<file path="config.mk">
export PLATFORM = sky130hd
export DESIGN_NAME = v3a_mul
export DESIGN_NICKNAME = d
export VERILOG_FILES = /design/src/design/v3a_mul.sv
export SDC_FILE = /design/constraint.sdc
export NUM_CORES = 2
export LEC_CHECK = 0
export BUFFER_PORTS_ARGS = -buffer_cell sky130_fd_sc_hd__buf_2
export CORE_MARGIN = 4
export CORE_UTILIZATION = 50
export DETAILED_ROUTE_END_ITERATION = 6
export PLACE_DENSITY = 0.66
export SKIP_LAST_GASP = 1
export SYNTH_ARGS = -nofsm -noshare
export SYNTH_HDL_FRONTEND = slang
export SYNTH_SLANG_ARGS = --single-unit
</file>
<file path="constraint.sdc">
create_clock -name clock -period 15 [get_ports clock]
set_input_delay 4.5 -clock clock [delete_from_list [all_inputs] [get_ports clock]]
set_output_delay 4.5 -clock clock [all_outputs]
set_load 0.005 [all_outputs]
</file>
<file path="src/design/v3a_mul.sv">
// v3a_mul: registered signed multiplier, one product per cycle with enable
// depends on nothing
`timescale 1ns / 1ps
module v3a_mul #(
   parameter int WordBits = 32
) (
   input  logic                        clock,
   input  logic                        en,
   input  logic signed [WordBits-1:0]  a,
   input  logic signed [WordBits-1:0]  b,
   output logic signed [2*WordBits-1:0] p
);
   logic signed [2*WordBits-1:0] p_ff;
   always_ff @(posedge clock) begin
      if (en) begin
         p_ff <= a * b;
      end
   end
   assign p = p_ff;
endmodule

</file>
# == Word-level counts from Yosys, hierarchy flattened ==
# Index checks and enable logic that the tools add are counted.
# word_totals
register_bits,64
input_bits,66
output_inout_bits,64
elab_cells,2
# classes
multipliers,1
# op_table
operator,n
multiplier 32 x 32 -> 64 bit,1

# == Depth between registers and ports, before layout ==
# depth
word_depth,1
depth_mapped,28
ltp_nobuf,27

# == Worst setup path after synthesis ==
# No wires, ideal clock.
# synth_timing
path_kind,in2reg
startpoint,in b[2]
endpoint,reg p_ff[62] (netlist: p[62]) (data pin)
setup_ns,0.269
t_arrival_ns,11.628
required_time_ns,14.731
slack_ns,3.103
path_stages,24
n_path_buf,1
path_cell_list,clkbuf_1 > nand2_1 > inv_1 > fa_1 > fa_1 > fa_1 > fa_1 > inv_1 > fa_1 > inv_1 > fa_1 > inv_1 > fa_1 > inv_1 > fa_1 > ha_1 > and3_1 > nand2_1 > or3_1 > o22a_1 > o211ai_1 > a31oi_1 > o31ai_1 > xor2_1
# synth_via
elab_chain_len,1
# synth_rtl
item,line_no,text
"start, declared",10,"input logic signed [WordBits-1:0] b,"
multiplier 32 x 32 -> 64 bit,16,p_ff <= a * b;
"end signal, assigned",16,
"end, declared",13,logic signed [2*WordBits-1:0] p_ff;
# Every way passes these cells.
# A chain may end at the register's enable or synchronous reset.

# == Worst setup path in the final report ==
# layout_timing
startpoint,in b[5]
endpoint,reg p_ff[62] (netlist: p[62]) (data pin)
# The elaborated chain is that of the path after synthesis.

==> impl.org <==
** Timing
- Setup violations remaining at the end of the flow were counted as 0.
- Setup repair after global routing missed its margin :: no
- Final cycle utilization of the critical path :: 0.851
- Max_slew headroom :: 0.232
- Time the worst path needs with I/O delays and setup :: between 10 and 15 ns
- The number of max-slew violations in the final report was 0.
- Summed over all failing endpoints, the final setup total negative slack is 0 ns.
- For this run, the top clock speed supported by timing is between 0.07 and 0.08 GHz.
- The hold violation total from the final report was 0.
- For the pin with the worst max-slew slack, the measured transition is 1.15 ns.

** Floorplan
- Height of the die :: 283 um
- Number of placement rows :: 100
- Die ar. :: roughly 0.08 mm^2
- Floorplan die width :: approximately 280 um
- 130 I/O pins were placed.
- The total area inside the core boundary comes to 0.0748 mm^2.
- The initial utilization of the core area, before any placement, comes to 0.506.

** Cells and area
- The register with the most flip-flops in the layout has 64 of them.
- Area growth from synthesis to layout :: 4.02%
- Fraction of layout cells with a size suffix above 1 :: 0.0459
- At the end of the flow, the number of nets in the layout was 5165.

** Critical path
- The largest single stage delay on the critical path is between 0.8 and 0.9 ns.
- Worst-path fanout max :: 32
- In this design, the critical path's most frequently occurring cell is sky130_fd_sc_hd__fa_1.
- STA puts the critical path data arrival time at ~13 ns.
- Kind of critical path :: in -> reg
- Among cell families on the critical path, the largest total delay comes from adder cells.
- STA classifies the critical path endpoint as a register.
- The worst setup path is launched from an input port.
- Data on the critical path is required at its endpoint by 15.09 ns.
- Among all stages on the critical path, the largest delay is contributed by sky130_fd_sc_hd__fa_1.
- Together, buffers and inverters on the worst path number 8.

** Drt
- Number of search-and-repair iterations in the first detailed-routing pass :: 7
- The final layout contains routed wiring with a total length of 97500 um.
- Average routed wire per standard cell :: 20.3 um
- After the first detailed-routing iteration, the DRC count stood at 1390.
- Vias :: about 26k
- Using the TritonRoute via totals, the vias-per-cell ratio works out to 5.34.
- In the routed design, unresolved DRC markers number 0.
- The count of nets left with antenna violations once routing finished came out at 0.

** Synth
- After synthesis the netlist holds a flip-flop and latch count of 64.
- Top cell types by occurrence after synthesis :: sky130_fd_sc_hd__fa_1, sky130_fd_sc_hd__inv_1, sky130_fd_sc_hd__and2_1, sky130_fd_sc_hd__nand2_1, sky130_fd_sc_hd__clkbuf_1
- Sequential-to-total area share from yosys stat :: 0.0507
- The Yosys step of the flow raised 0 warnings.
- Of the post-synthesis cell area, the dominant cell type holds 0.572.
- The synthesized design spends more area on one cell type than any other, namely sky130_fd_sc_hd__fa_1.
- For this run, asynchronously set or reset flops after synthesis account for 0.
- Most used flip-flop cell after synthesis :: sky130_fd_sc_hd__edfxtp_1
- Leading cell types by total area after synthesis :: sky130_fd_sc_hd__fa_1, sky130_fd_sc_hd__inv_1, sky130_fd_sc_hd__and2_1
- Counting flops with a built-in enable in the synthesized netlist gives 64.
- Most frequent cell after synthesis :: sky130_fd_sc_hd__fa_1
- Area of the mapped netlist :: 0.0379 mm^2
- Yosys mapped the design onto 63 distinct sky130hd cell types.
- A synthesized cell averages 9.75 um^2.
- Synthesized netlist net count :: between 5k and 6k
- Counting every instance in the synthesized netlist gives 3884.

** CTS
- The root buffer cell chosen for the clock tree is sky130_fd_sc_hd__clkbuf_16.
- In this run, CTS created clock tree buffers numbering 9.
- Post-CTS Setup Bufs :: 0
- Gates resized during post-CTS repair numbered 0.
- The tree built by TritonCTS fans out to 64 sinks.
- Clock slew seen by the registers of the worst setup and hold paths :: ~0.060 ns
- Counting along the longest clock path gives a buffer depth of 2.
- For this design, the CTS-stage hold fixing added 0 buffers.
- In this run the number of H-tree levels came out at 3.
- TritonCTS clock tree :: yes

** Global routing
- The initial antenna violation count was 6.
- Aggregate global routing overflow :: 0
- The via count of the first global-routing pass came to 29.2k.
- Entering global routing, the biggest net connects 65 pins.
- Total global routing track utilization :: 0.252
- Wire length of the first global-routing pass :: 159000 um

** Outcome
- Run status :: finished, final reports clean

** Placed design
- Routability-driven placement finished with a final weighted congestion of roughly 0.92.
- Number of port buffers :: between 100 and 150
- HPWL after detailed placement :: 80300 um

** Run
- Max-cap violations :: 0

** Min path
- Worst hold path type :: in -> reg
metrics by stage:
step	setup WS (ns)	instances	util	cell area, um^2	hold WS [ns]
final	2.23	4810	0.527	39400	4.85
after global routing	1.62	4809	0.527	39400	4.91
after CTS	2.24	4807	0.527	39400	4.88
after detailed placement	1.92	4791	0.522	39100	4.89
after global placement	2.10	4791	0.522	39100	4.89
after floorplan	3.10	3884	-	37900	4.61
layout by cell type, fill, tap and decap left out, types with 12 or more instances in the layout:
cell type	n
sky130_fd_sc_hd__a21o_1	23
sky130_fd_sc_hd__xnor2_1	53
sky130_fd_sc_hd__o21ai_0	28
sky130_fd_sc_hd__o21bai_1	15
sky130_fd_sc_hd__and2_1	516
sky130_fd_sc_hd__inv_1	952
sky130_fd_sc_hd__ha_1	184
sky130_fd_sc_hd__xor2_1	22
sky130_fd_sc_hd__edfxtp_1	64
sky130_fd_sc_hd__a21oi_1	68
sky130_fd_sc_hd__nor2_1	42
sky130_fd_sc_hd__buf_2	129
sky130_fd_sc_hd__fa_1	1082
sky130_fd_sc_hd__nand3_1	15
sky130_fd_sc_hd__a31oi_1	12
sky130_fd_sc_hd__nand2_1	511
kinds of logic after synthesis:
family,Yosys count,synth area share
buf+inv,1152,0.114
simple gates,1134,0.151
xor+xnor,75,0.0173
fa+ha+maj,1266,0.633
compound gates,193,0.0341
flops,64,0.0507
area by class of cell:
| class | instances | area [um^2] |
|---|---|---|
| Fill cell | 6889 | 35400 |
| Tap cell | 969 | 1210 |
| Clock buffer | 9 | 225 |
| Sequential cell | 64 | 1920 |
| Timing Repair Buffer | 138 | 713 |
| Antenna cell | 3 | 7.51 |
| Multi-Input combinational cell | 2668 | 31600 |
| Inverter | 952 | 3570 |
| Clock inverter | 7 | 119 |
worst paths after layout:
path,from,to,slack (ns),depth (start not counted)
setup / recovery,b[5],p[62],2.23,25
hold / removal,en,p[58],4.85,2
layer usage:
metal / GRT usage / share of wire / vias to the layer above
li1: - / - / 11000
met1: 0.302 / 0.37 / 13700
met2: 0.453 / 0.53 / 727
met3: 0.0368 / 0.048 / 211
met4: 0.111 / 0.053 / 4
met5: 0 / 0.00024 / -
Power is left out: the tool's default activity adds up to more than one toggle a clock period on the data nets, which glitch-free logic cannot reach.
